**config.mk**
```make
export PLATFORM = sky130hd
export DESIGN_NAME = ccr_queue
export DESIGN_NICKNAME = d
export VERILOG_FILES = /design/src/ccr_queue.sv
export SDC_FILE = /design/constraint.sdc
export NUM_CORES = 1
export LEC_CHECK = 0
export BUFFER_PORTS_ARGS = -buffer_cell sky130_fd_sc_hd__buf_2
export CAP_MARGIN = 0
export CORE_MARGIN = 8
export CORE_UTILIZATION = 60
export CTS_BUF_LIST = sky130_fd_sc_hd__clkbuf_2
export CTS_CLUSTER_SIZE = 28
export DETAILED_ROUTE_END_ITERATION = 10
export PLACE_DENSITY = 0.79
export SLEW_MARGIN = 20
export SYNTH_ARGS = -nofsm -noshare
export SYNTH_HDL_FRONTEND = slang
export SYNTH_SLANG_ARGS = --single-unit
```
**constraint.sdc**
```tcl
create_clock -name clock -period 2.2 [get_ports clock]
set_input_delay 0.33 -clock clock [delete_from_list [all_inputs] [get_ports clock]]
set_output_delay 0.33 -clock clock [all_outputs]
set_load 0.1 [all_outputs]
```
**src/ccr_queue.sv**
```systemverilog
// ----------------------------------------------------------------------------
// ccr_queue - decoupling queue between front and back end
// Register FIFO; the front end's credit count keeps it from overflowing.
// ----------------------------------------------------------------------------
module ccr_queue #(
   parameter int WIDTH = 8,
   parameter int DEPTH = 8
) (
   input  logic             clock,
   input  logic             reset,
   input  logic             push,
   input  logic [WIDTH-1:0] push_data,
   input  logic             pop,
   output logic             pop_valid,
   output logic [WIDTH-1:0] pop_data
);

   localparam int PTR_W = DEPTH > 1 ? $clog2(DEPTH) : 1;
   localparam int CNT_W = $clog2(DEPTH + 1);

   logic [WIDTH-1:0] mem_ff [DEPTH];
   logic [PTR_W-1:0] wptr_ff, rptr_ff;
   logic [CNT_W-1:0] count_ff, count_in;

   function automatic logic [PTR_W-1:0] next_ptr(input logic [PTR_W-1:0] p);
      return (p == PTR_W'(DEPTH - 1)) ? '0 : p + PTR_W'(1);
   endfunction

   always_comb begin
      count_in = count_ff;
      if (push) begin
         count_in = count_in + CNT_W'(1);
      end
      if (pop) begin
         count_in = count_in - CNT_W'(1);
      end
   end

   always_ff @(posedge clock) begin
      if (reset) begin
         wptr_ff  <= '0;
         rptr_ff  <= '0;
         count_ff <= '0;
      end else begin
         count_ff <= count_in;
         if (push) begin
            wptr_ff <= next_ptr(wptr_ff);
         end
         if (pop) begin
            rptr_ff <= next_ptr(rptr_ff);
         end
      end
   end

   always_ff @(posedge clock) begin
      if (push) begin
         mem_ff[wptr_ff] <= push_data;
      end
   end

   assign pop_valid = count_ff != '0;
   assign pop_data  = mem_ff[rptr_ff];

endmodule

```
Word level (Yosys, flattened, before mapping)
Memory sizes are Yosys's and may differ from the RTL's. A register that Yosys moved wholly into a read port is not among the register bits.
Cells that the tools add are included.
{"block": "word_totals", "register_bits": 10, "latchBits": 0, "ram_bits": 64, "rom_bits": 0, "wordCells": 19, "mem_count": 1}
{"name": "mem_ff", "words": 8, "width": 8, "rd": 1, "rd_clocked_by_memory_dff": 1, "write_ports": 1, "line_no": "21", "source": "logic [WIDTH-1:0] mem_ff [DEPTH];"}
{"block": "classes", "n_addsub": 4, "n_mul": 0, "div_mod_pow": 0, "n_lt_le_gt_ge": 0, "eq_ne": 2, "shifts": 0, "n_mux": 8, "bitwise_logic": 0, "reduce_logical": 1}
{"operator": "3-bit two-way mux", "n": 4}
{"operator": "4-bit two-way mux", "n": 2}
{"operator": "3-bit by 1-bit adder with 3-bit output (second input constant)", "n": 2}
{"operator": "3-bit equality test (second input constant)", "n": 2}
{"operator": "4-bit by 1-bit adder with 4-bit output (second input constant)", "n": 1}
{"operator": "4-bit nonzero test", "n": 1}
{"operator": "4-bit by 1-bit subtractor with 4-bit output (second input constant)", "n": 1}
{"operator": "1-bit two-way mux", "n": 2}

Depth between registers and ports, before layout
Gate-level depths: netlist (run 1).
{"block": "logic_depth", "ltp_word": 4, "depth_mapped": 7}

Worst setup path after synthesis (run 1)
Ideal clock, no wire load.
{"block": "synth_timing", "path_kind": "reg2out", "from": "register (tool-made name)", "to": "output pop_data[1]", "t_arrival_ps": 1577, "path_slack_ps": 293, "stages_incl_launch_ff": 5, "n_path_buf": 2, "path_cell_list": "dfxtp_1 > buf_6 > buf_12 > mux4_1 > mux2_2"}
{"element": "end, declared", "line_no": "15", "source": "output logic [WIDTH-1:0] pop_data"}

==> impl_results.md, run 1 <==
- Reg2reg start: count_ff[1]
- Fin. max-slew vios: 0
- Vias in the first global route: 1627
- Mean Syn Cell Area: 18.3 µm²
- Initial DRC Count: 109
- Setup Fix Bufs, Post-CTS: 0
- Drt total wl: 5530 µm
- Root Buffer: clkbuf_2
- CTS buffer count: 9
- Antenna Cells: 0
- Gr usage total: 14.7%
- Flops & latches, synth: 77
- Nets: around 230
- Post-Syn Instances: 171
- Die height: 88.3 µm
- Reg2reg end: count_ff[1]
- Pwr Density: 780 mW/mm²
- Initial antenna violation count: 0
- DRC viols: 0
- Share of post-route cells with drive strength above 1: 34.6%
- Fin Setup TNS: -1.30 ns
- R2R depth: 6
- Place WS: roughly 0.19 ns
- Final period utilization: 108%
- First-pass GRT wire length: 8070 µm
- # clock sinks: 77
- Post-DRT Antenna Nets: 0
- Worst setup EP type: output port
- Final Hold Viols: 0
- Max IR drop VDD: 0.362 mV
- Slew margin rel.: 59.6%
- Die ar.: 0.00780 mm²
- Initial Util: 61.8%
- IO Pins: 21
- Outcome: complete, but fails checks
- Final setup margin: -0.181 ns
- Critical Path Start Type: flip-flop
- Synthesized net count: 190
- R2R Setup Slk: 0.56 ns
- Largest net degree at the start of global routing: 17
- Main synth FF type: edfxtp_1
- Clock latency on the worst-skew pair: around 0.50 ns
- Synth cell types: 28
- Final Wtd Congestion: approximately 0.73
- Core ar.: between 0.005 and 0.006 mm²
- Post-Syn Area: 0.00314 mm²
- Worst EP arrival: 2.05 ns
- Vias: 1589
- Max clock buf depth: 2
- Max cap viols: 0
- Register area share after synthesis: between 60% and 70%
- GR Overflow Total: 0
- # setup viols final: 8
- Critical path endpoint: pop_data[0]
- First-pass DRT Iterations: 5
- Layout area overhead: 13.8%
- H-Tree Depth: 3
- Port bufs: 20
- Setup CP Type: flip-flop to output port
- Minimum clock period: 2.38 ns
- Hpwl dp: 3480 µm
- HP Class: primary input to flip-flop
- Wire per inst: 19.7 µm
- Leakage: 1.27 nW
- Crit Path Max Fanout: 8
- CP required: 1.87 ns
- Yosys warning total: 0
- DIE WIDTH: 88.3 µm
- FP Rows: 26
- Post-synth EDFFs: 64
- RSZ-0062 raised after global routing: true
- Async SR Flop Fraction: 0%
- CTS tree: built
- Measured slew at the worst slew-check pin: approximately 0.61 ns
- Clock skew: 0.0331 ns
- Vias per cell: 5.65
- Clk slew on worst S/H paths: 0.21 ns
- Failing checks: negative setup slack
- Fmax: 0.420 GHz
routing by layer:
layer | global-route usage (%) | vias to the layer above | part of all wire, %
li1 | - | 730 | -
met1 | 16.3 | 774 | 40
met2 | 25.3 | 76 | 51
met3 | 3.53 | 9 | 7.6
met4 | 8.29 | 0 | 1.7
met5 | 0 | - | 0
stage by stage:
| stage | area (µm²) | std cells | utilization [%] | hold slack, ns | total power [mW] |
|---|---|---|---|---|---|
| after CTS | 3490 | 280 | 68.9 | 0.0591 | 2.73 |
| after global placement | 3360 | 264 | 66.2 | 0.511 | 2.10 |
| after floorplan | 3140 | 171 | - | 0.429 | 2.03 |
| final | 3570 | 281 | 70.3 | 0.0895 | 2.78 |
| after detailed placement | 3360 | 264 | 66.2 | 0.536 | 2.12 |
| after global routing | 3570 | 281 | 70.3 | 0.0560 | 2.89 |
kinds of logic (layout without fill, tap and decap cells):
family / Yosys count / in the layout / share of synthesized area (%)
muxes: 27 / 27 / 17.1
AOI/OAI and AO/OA: 7 / 7 / 1.48
adders and majority gates: 7 / 7 / 2.79
xor gates and xnor gates: 4 / 4 / 1.12
and+or+nand+nor: 38 / 38 / 5.75
DFF: 77 / 77 / 69.6
buffers and inverters: 11 / 51 / 2.15
flip-flops by register name (all words and copies together), names as in the netlist, named ones only:
name	flops
wptr_ff	3
rptr_ff	3
mem_ff	64
count_ff	4
worst min-delay path by stage:
| stage | from | to | slack [ns] | cells after the start |
|---|---|---|---|---|
| 3_3_place_gp | rptr_ff[1] | rptr_ff[1] | 0.51 | 2 |
| 4_1_cts | push_data[3] | mem_ff[0][3] | 0.06 | 1 |
| 6_report | push_data[3] | mem_ff[0][3] | 0.09 | 1 |
| 2_1_floorplan | push_data[0] | mem_ff[0][0] | 0.43 | 0 |
| 5_1_grt | push_data[6] | mem_ff[0][6] | 0.06 | 1 |
| 3_5_place_dp | rptr_ff[1] | flip-flop | 0.54 | 2 |
worst max-delay path, cell delays in order, from the launching register on:
cell	delay, ns
dfxtp_4	0.42
clkbuf_16	0.17
mux4_2	0.51
mux2_4	0.29
buf_12	0.17
cells in the mapped netlist, drive strengths merged (2+ instances only):
cell | count | area share [%]
a21oi | 4 | 0.64
and2 | 3 | 0.60
buf | 5 | 1.4
clkbuf | 2 | 0.24
dfxtp | 13 | 8.3
edfxtp | 64 | 61
ha | 7 | 2.8
inv | 4 | 0.48
mux2 | 8 | 2.9
mux2i | 3 | 0.96
mux4 | 16 | 13
nand2 | 5 | 0.60
nand2b | 3 | 0.60
nor2 | 18 | 2.2
nor3 | 5 | 0.80
xnor2 | 3 | 0.84
layout by cell type (no fill, tap or decap):
cell type	n
nand2b_1	3
mux2_4	8
xnor2_1	3
buf_2	11
mux2i_1	3
nor3_1	5
a21bo_2	1
nand3b_1	1
inv_1	4
a21oi_1	4
and2_1	3
xor2_1	1
and3b_1	1
dfxtp_1	11
nand4_1	1
mux4_2	16
nand2_1	5
or3b_2	1
edfxtp_1	64
buf_12	9
clkinv_2	1
ha_1	7
o2111ai_1	1
clkinvlp_4	2
clkbuf_16	1
nor2_1	18
a211oi_1	1
dfxtp_2	1
buf_4	10
clkbuf_2	11
dfxtp_4	1
clkinv_1	2
final cells by class:
type,instances,area (µm²)
repair buffers,31,335
multi-input cells,83,860
well taps,70,87.6
fillers,352,1510
inverters,4,15.0
clock buffers,11,55.1
flip-flops and latches,77,2190
clock inverters,5,27.5
report_power, final:
group          switching [mW]  internal, mW
Sequential             0.0272          1.62
Combinational           0.318         0.219
Clock                   0.449         0.148
Total                   0.795          1.99
what timing repair did:
| item | 4_1_cts | 5_1_grt |
|---|---|---|
| cloned | 0 | 1 |
| setup endpoints to repair | 9 | 9 |
| resized for setup | 18 | 41 |
| hold buffers | 0 | 0 |
No activity file was read; power rests on OpenSTA's default activity.
==> run 2, diff against run 1 <==
- TNS_END_PERCENT: default -> 50
==> run 2 against run 1 <==
The flow still finishes with violations (negative setup slack). Total power unchanged. Sequential cell count unchanged. Die area unchanged. Clock power about the same. Highest routed layer unchanged.
==> impl_results.md, run 2 (synthesis results as in run 1) <==
- Worst EP arrival: 2.05 ns
- Core ar.: 0.00507 mm²
- Max clock buf depth: 2
- GR Overflow Total: 0
- Switching power: 0.795 mW
- Fin. max-slew vios: 0
- Hpwl dp: 3480 µm
- Max layer used: met4
- Fmax: 0.420 GHz
- Wire per inst: 19.7 µm
- Outcome: complete, but fails checks
- CTS buffer count: 9
- Clock power share: between 20% and 30%
- DRC viols: 0
- M1 WL: approximately 2200 µm
- First-pass DRT Iterations: 5
- Failing checks: negative setup slack
- Setup CP Type: flip-flop to output port
- Initial Util: 61.8%
- Max cap viols: 0
- IO Pins: 21
- Met3 WL: roughly 420 µm
- Leakage: 1.27 nW
- Pwr Density: 780 mW/mm²
- Top flop regs: mem_ff (64), count_ff (4)
- Nets: ~230
- CP required: 1.87 ns
- Vias: 1589
- Vias in the first global route: between 1500 and 2000
- RSZ-0062 raised after global routing: true
- Most common cell after layout, fill and taps aside: edfxtp_1
- Largest register FFs: 64
- Final Wtd Congestion: 0.733
- Clock latency on the worst-skew pair: 0.50 ns
- Gr usage total: 14.7%
- # setup viols final: 8
- Setup Fix Bufs, Post-CTS: 0
- First-pass GRT wire length: 8070 µm
- DR WL met2: roughly 2800 µm
- # clock sinks: 77
- Top reg by flops: mem_ff
- Final Hold Viols: 0
- Fillers: 352
- Initial DRC Count: 109
- Most frequent cells in the layout: edfxtp_1 (64), nor2_1 (18), mux4_2 (16)
- Initial antenna violation count: 0
- Post-DRT Antenna Nets: 0
- Final setup margin: -0.181 ns
- Critical Path Start Type: flip-flop
- Antenna Cells: 0
- Drt total wl: 5530 µm
- Die ar.: 0.00780 mm²
- Measured slew at the worst slew-check pin: 0.605 ns
- Final period utilization: 108%
- Sw Share: 28.6%
- Largest net degree at the start of global routing: 17
- Worst setup EP type: output port
- Slew margin rel.: just under 60%
- Share of power burned in registers: 59.2%
- FP Rows: 26
- Clock skew: 0.0331 ns
- CTS tree: built
- Logic pwr share: about a fifth
- Port bufs: 20
- Die height: 88.3 µm
- Max IR drop VDD: 0.362 mV
- Layout Utilization: between 70% and 80%
- Minimum clock period: 2.38 ns
- Total power draw: 2.78 mW
- Layout area overhead: 13.8%
- Root Buffer: clkbuf_2
- H-Tree Depth: 3
- Crit Path Max Fanout: 8
- Share of post-route cells with drive strength above 1: 34.6%
- Clk slew on worst S/H paths: 0.21 ns
- HP Class: primary input to flip-flop
- Vias per cell: 5.65
- DIE WIDTH: 88.3 µm
- Cell Int Power: 1.99 mW
==> run 2: cell counts in the layout (fill, tap and decap cells not counted) <==
Identical to the previous run, type by type.
==> run 2: final cells by class <==
type | count | area [µm²] | share of cell area, %
multi-input cells | 83 | 860 | 24.1
flip-flops and latches | 77 | 2190 | 61.3
well taps | 70 | 87.6 | 2.46
clock buffers | 11 | 55.1 | 1.54
clock inverters | 5 | 27.5 | 0.772
inverters | 4 | 15.0 | 0.421
repair buffers | 31 | 335 | 9.40
==> run 2: final timing paths <==
check	slack (ns)	cells after the start	start	endpoint
setup / recovery	-0.18	4	flip-flop	pop_data[0]
hold / removal	0.09	1	push_data[3]	mem_ff[0][3]
setup reg to reg	0.56	6	count_ff[1]	count_ff[1]
hold reg to reg	0.56	2	rptr_ff[2]	flip-flop
==> run 2: power groups by stage <==
stage	clock, mW	sequential [mW]	combinational, mW
after floorplan	0	1.67	0.358
final	0.598	1.65	0.537
after CTS	0.612	1.65	0.472
after global placement	0	1.67	0.422
after global routing	0.674	1.65	0.566
after detailed placement	0	1.68	0.439
==> run 2: stage by stage <==
stage	setup WS (ns)	area, µm²	hold WS (ns)	setup TNS (ns)	instances
after floorplan	0.293	3140	0.429	0	171
after global placement	0.232	3360	0.511	0	264
after detailed placement	0.192	3360	0.536	0	264
after CTS	-0.261	3490	0.0591	-1.96	280
after global routing	-0.268	3570	0.0560	-2.04	281
final	-0.181	3570	0.0895	-1.30	281
==> run 2: layer usage <==
| layer | up-vias | global-route usage [%] |
|---|---|---|
| met5 | - | 0 |
| met4 | 0 | 8.29 |
| met3 | 9 | 3.53 |
| met2 | 76 | 25.3 |
| met1 | 774 | 16.3 |
| li1 | 730 | - |
==> run 2: worst max-delay path, stage by stage (launching register included) <==
cell and delay (ns):
dfxtp_4 0.42, clkbuf_16 0.17, mux4_2 0.51, mux2_4 0.29
buf_12 0.17
==> run 2: what timing repair did <==
action / CTS / global route
gates cloned: 0 / 1
hold buffers: 0 / 0
endpoints found under the setup margin: 9 / 9
gates resized for setup: 18 / 41
==> run 3, diff against run 2 <==
--- a/config.mk
+++ b/config.mk
@@ -14,2 +14,3 @@
 export DETAILED_ROUTE_END_ITERATION = 10
+export GPL_TIMING_DRIVEN = 0
 export PLACE_DENSITY = 0.79
@@ -19,2 +20,2 @@
 export SYNTH_SLANG_ARGS = --single-unit
-export TNS_END_PERCENT = 50
+export TNS_END_PERCENT = 5
--- a/constraint.sdc
+++ b/constraint.sdc
@@ -3,2 +3,2 @@
 set_output_delay 0.33 -clock clock [all_outputs]
-set_load 0.1 [all_outputs]
+set_load 0.01 [all_outputs]
==> run 3 against run 2 <==
The run still ends with negative setup slack left. Maximum frequency rose by 1.1%. Worst setup slack gained 0.025 ns. Sequential cell count stayed put. Sequential share of layout area increased by 1.1 points. Combinational power fell by 39%. Final cell count is 1.4% lower. Clock power is 14% higher. Critical path depth increased by 1. Clock skew fell by 0.022 ns. Register-to-register slack worse by 0.08 ns. First-iteration DRC count is 1.8% higher. Critical endpoint is now pop_data[5]. Largest cell class unchanged. Largest power group unchanged.
==> impl_results.md, run 3 (synthesis results as in run 1) <==
- CP max stage delay: roughly 0.50 ns
- DRC viols: 0
- Clock latency on the worst-skew pair: 0.48 ns
- Top reg by flops: mem_ff
- Max IR drop VDD: ~0.4 mV
- IO Pins: 21
- Layout Utilization: 69.0%
- Failing checks: negative setup slack
- Final setup margin: -0.155 ns
- Cell Int Power: roughly 2.1 mW
- Clock power share: between 20% and 30%
- Die height: 88.3 µm
- Hpwl dp: between 3000 and 4000 µm
- Sw Share: 22.4%
- Setup CP Type: flip-flop to output port
- Die ar.: 0.00780 mm²
- Placed Area: 0.00333 mm²
- Flip-flop and latch area: 0.00218 mm²
- Final Wtd Congestion: 0.724
- Design area: roughly 0.0035 mm²
- Most common cell after layout, fill and taps aside: edfxtp_1
- Root Buffer: clkbuf_2
- Initial DRC Count: 111
- Critical Path Start Type: flip-flop
- HP Class: primary input to flip-flop
- Nets: about 220
- Final Hold Viols: 0
- Slowest-stage cell, CP: mux4_2
- FP Rows: 26
- Drt total wl: 5740 µm
- CP cell instances: buf_8, buf_16, mux4_2, mux2_4, buf_6
- Share of post-route cells with drive strength above 1: 32.9%
- Clk slew on worst S/H paths: 0.18 ns
- Cell family with most CP delay: multiplexers
- Fmax: ~0.42 GHz
- # setup viols final: 8
- Worst setup EP type: output port
- CP Buf/Inv Count: 3
- Fin. max-slew vios: 0
- Gr usage total: 16.8%
- Clock skew: 0.0115 ns
- Leakage: roughly 1.2 nW
- Most frequent cells in the layout: edfxtp_1 (64), nor2_1 (18), mux4_2 (15)
- Wire per inst: just over 20 µm
- Total power draw: between 2 and 3 mW
- RSZ-0062 raised after global routing: true
- Vias: 1545
- Crit Path Max Fanout: 5
- CP required: 1.87 ns
- Place WS: 0.120 ns
- Antenna Cells: 0
- GR Overflow Total: 0
- Initial Util: 61.8%
- Max cap viols: 0
- Multi-input logic area: 866 µm²
- Initial antenna violation count: 0
- Port bufs: 19
- Switching power: 0.595 mW
- Fillers: 360
- Slew margin rel.: 36.8%
- H-Tree Depth: 3
- # clock sinks: 77
- Layout area overhead: 11.7%
- Final period utilization: 107%
- Share of power burned in registers: 62.1%
- Largest register FFs: 64
- Minimum clock period: 2.36 ns
- Worst EP arrival: 2.03 ns
- CTS tree: built
- Post-DRT Antenna Nets: 0
- Measured slew at the worst slew-check pin: 0.945 ns
- Fin Setup TNS: -1.09 ns
- Pwr Density: 760 mW/mm²
- Vias in the first global route: 1693
- Max clock buf depth: 2
- Top flop regs: mem_ff (64), count_ff (4)
- DIE WIDTH: 88.3 µm
- Outcome: complete, but fails checks
- CTS buffer count: 9
- First-pass DRT Iterations: 4
- Vias per cell: 5.58
- First-pass GRT wire length: 9110 µm
- Logic pwr share: 12.3%
- Core ar.: 0.00507 mm²
- Largest net degree at the start of global routing: 12
## run 3: worst reg2reg max path: stages (launching register included)
cell      delay, ns
dfxtp_1        0.51
nand2b_1       0.12
nor2_1         0.73
## run 3: area by class of cell
class,instances,share of cell area [%]
inverter,4,0.429
clock buffer,12,1.72
clock inverter,3,1.07
timing repair buffer,22,5.58
multi-input combinational,83,24.7
tap,70,2.50
sequential,77,62.4
buffer,6,1.57
## run 3: power by group through the flow
| stage | Combinational (mW) | Sequential (mW) | Clock [mW] |
|---|---|---|---|
| after CTS | 0.330 | 1.65 | 0.695 |
| after global routing | 0.356 | 1.66 | 0.765 |
| final | 0.328 | 1.65 | 0.681 |
| after floorplan | 0.186 | 1.67 | 0 |
| after detailed placement | 0.275 | 1.68 | 0 |
| after global placement | 0.254 | 1.67 | 0 |
## run 3: through the flow
| stage | std cells | hold slack [ns] |
|---|---|---|
| finish | 277 | 0.0941 |
| global route | 277 | 0.0397 |
| CTS | 277 | 0.0628 |
| detailed placement | 260 | 0.547 |
| global placement | 260 | 0.511 |
| floorplan | 171 | 0.429 |
## run 3: worst paths after layout
kind	to	slack (ns)	start	cells after the start
setup / recovery	pop_data[5]	-0.16	flip-flop	5
hold / removal	mem_ff[0][2]	0.09	push_data[2]	1
setup reg to reg	mem_ff[3][6]	0.48	wptr_ff[1]	2
hold reg to reg	flip-flop	0.56	rptr_ff[2]	2
## run 3: layer usage
metal	GRT usage, %	wire length [µm]
met5	0	0
met4	6.14	80
met3	5.57	274
met2	29.3	3080
met1	18.5	2310
## run 3: repair_timing
action / 4_1_cts / 5_1_grt
hold endpoints to repair: 0 / 0
gates cloned: 1 / 0
pin swaps: 0 / 0
endpoints found under the setup margin: 8 / 8
setup buffers: 2 / 0
hold buffers: 0 / 0
gates resized for setup: 34 / 1
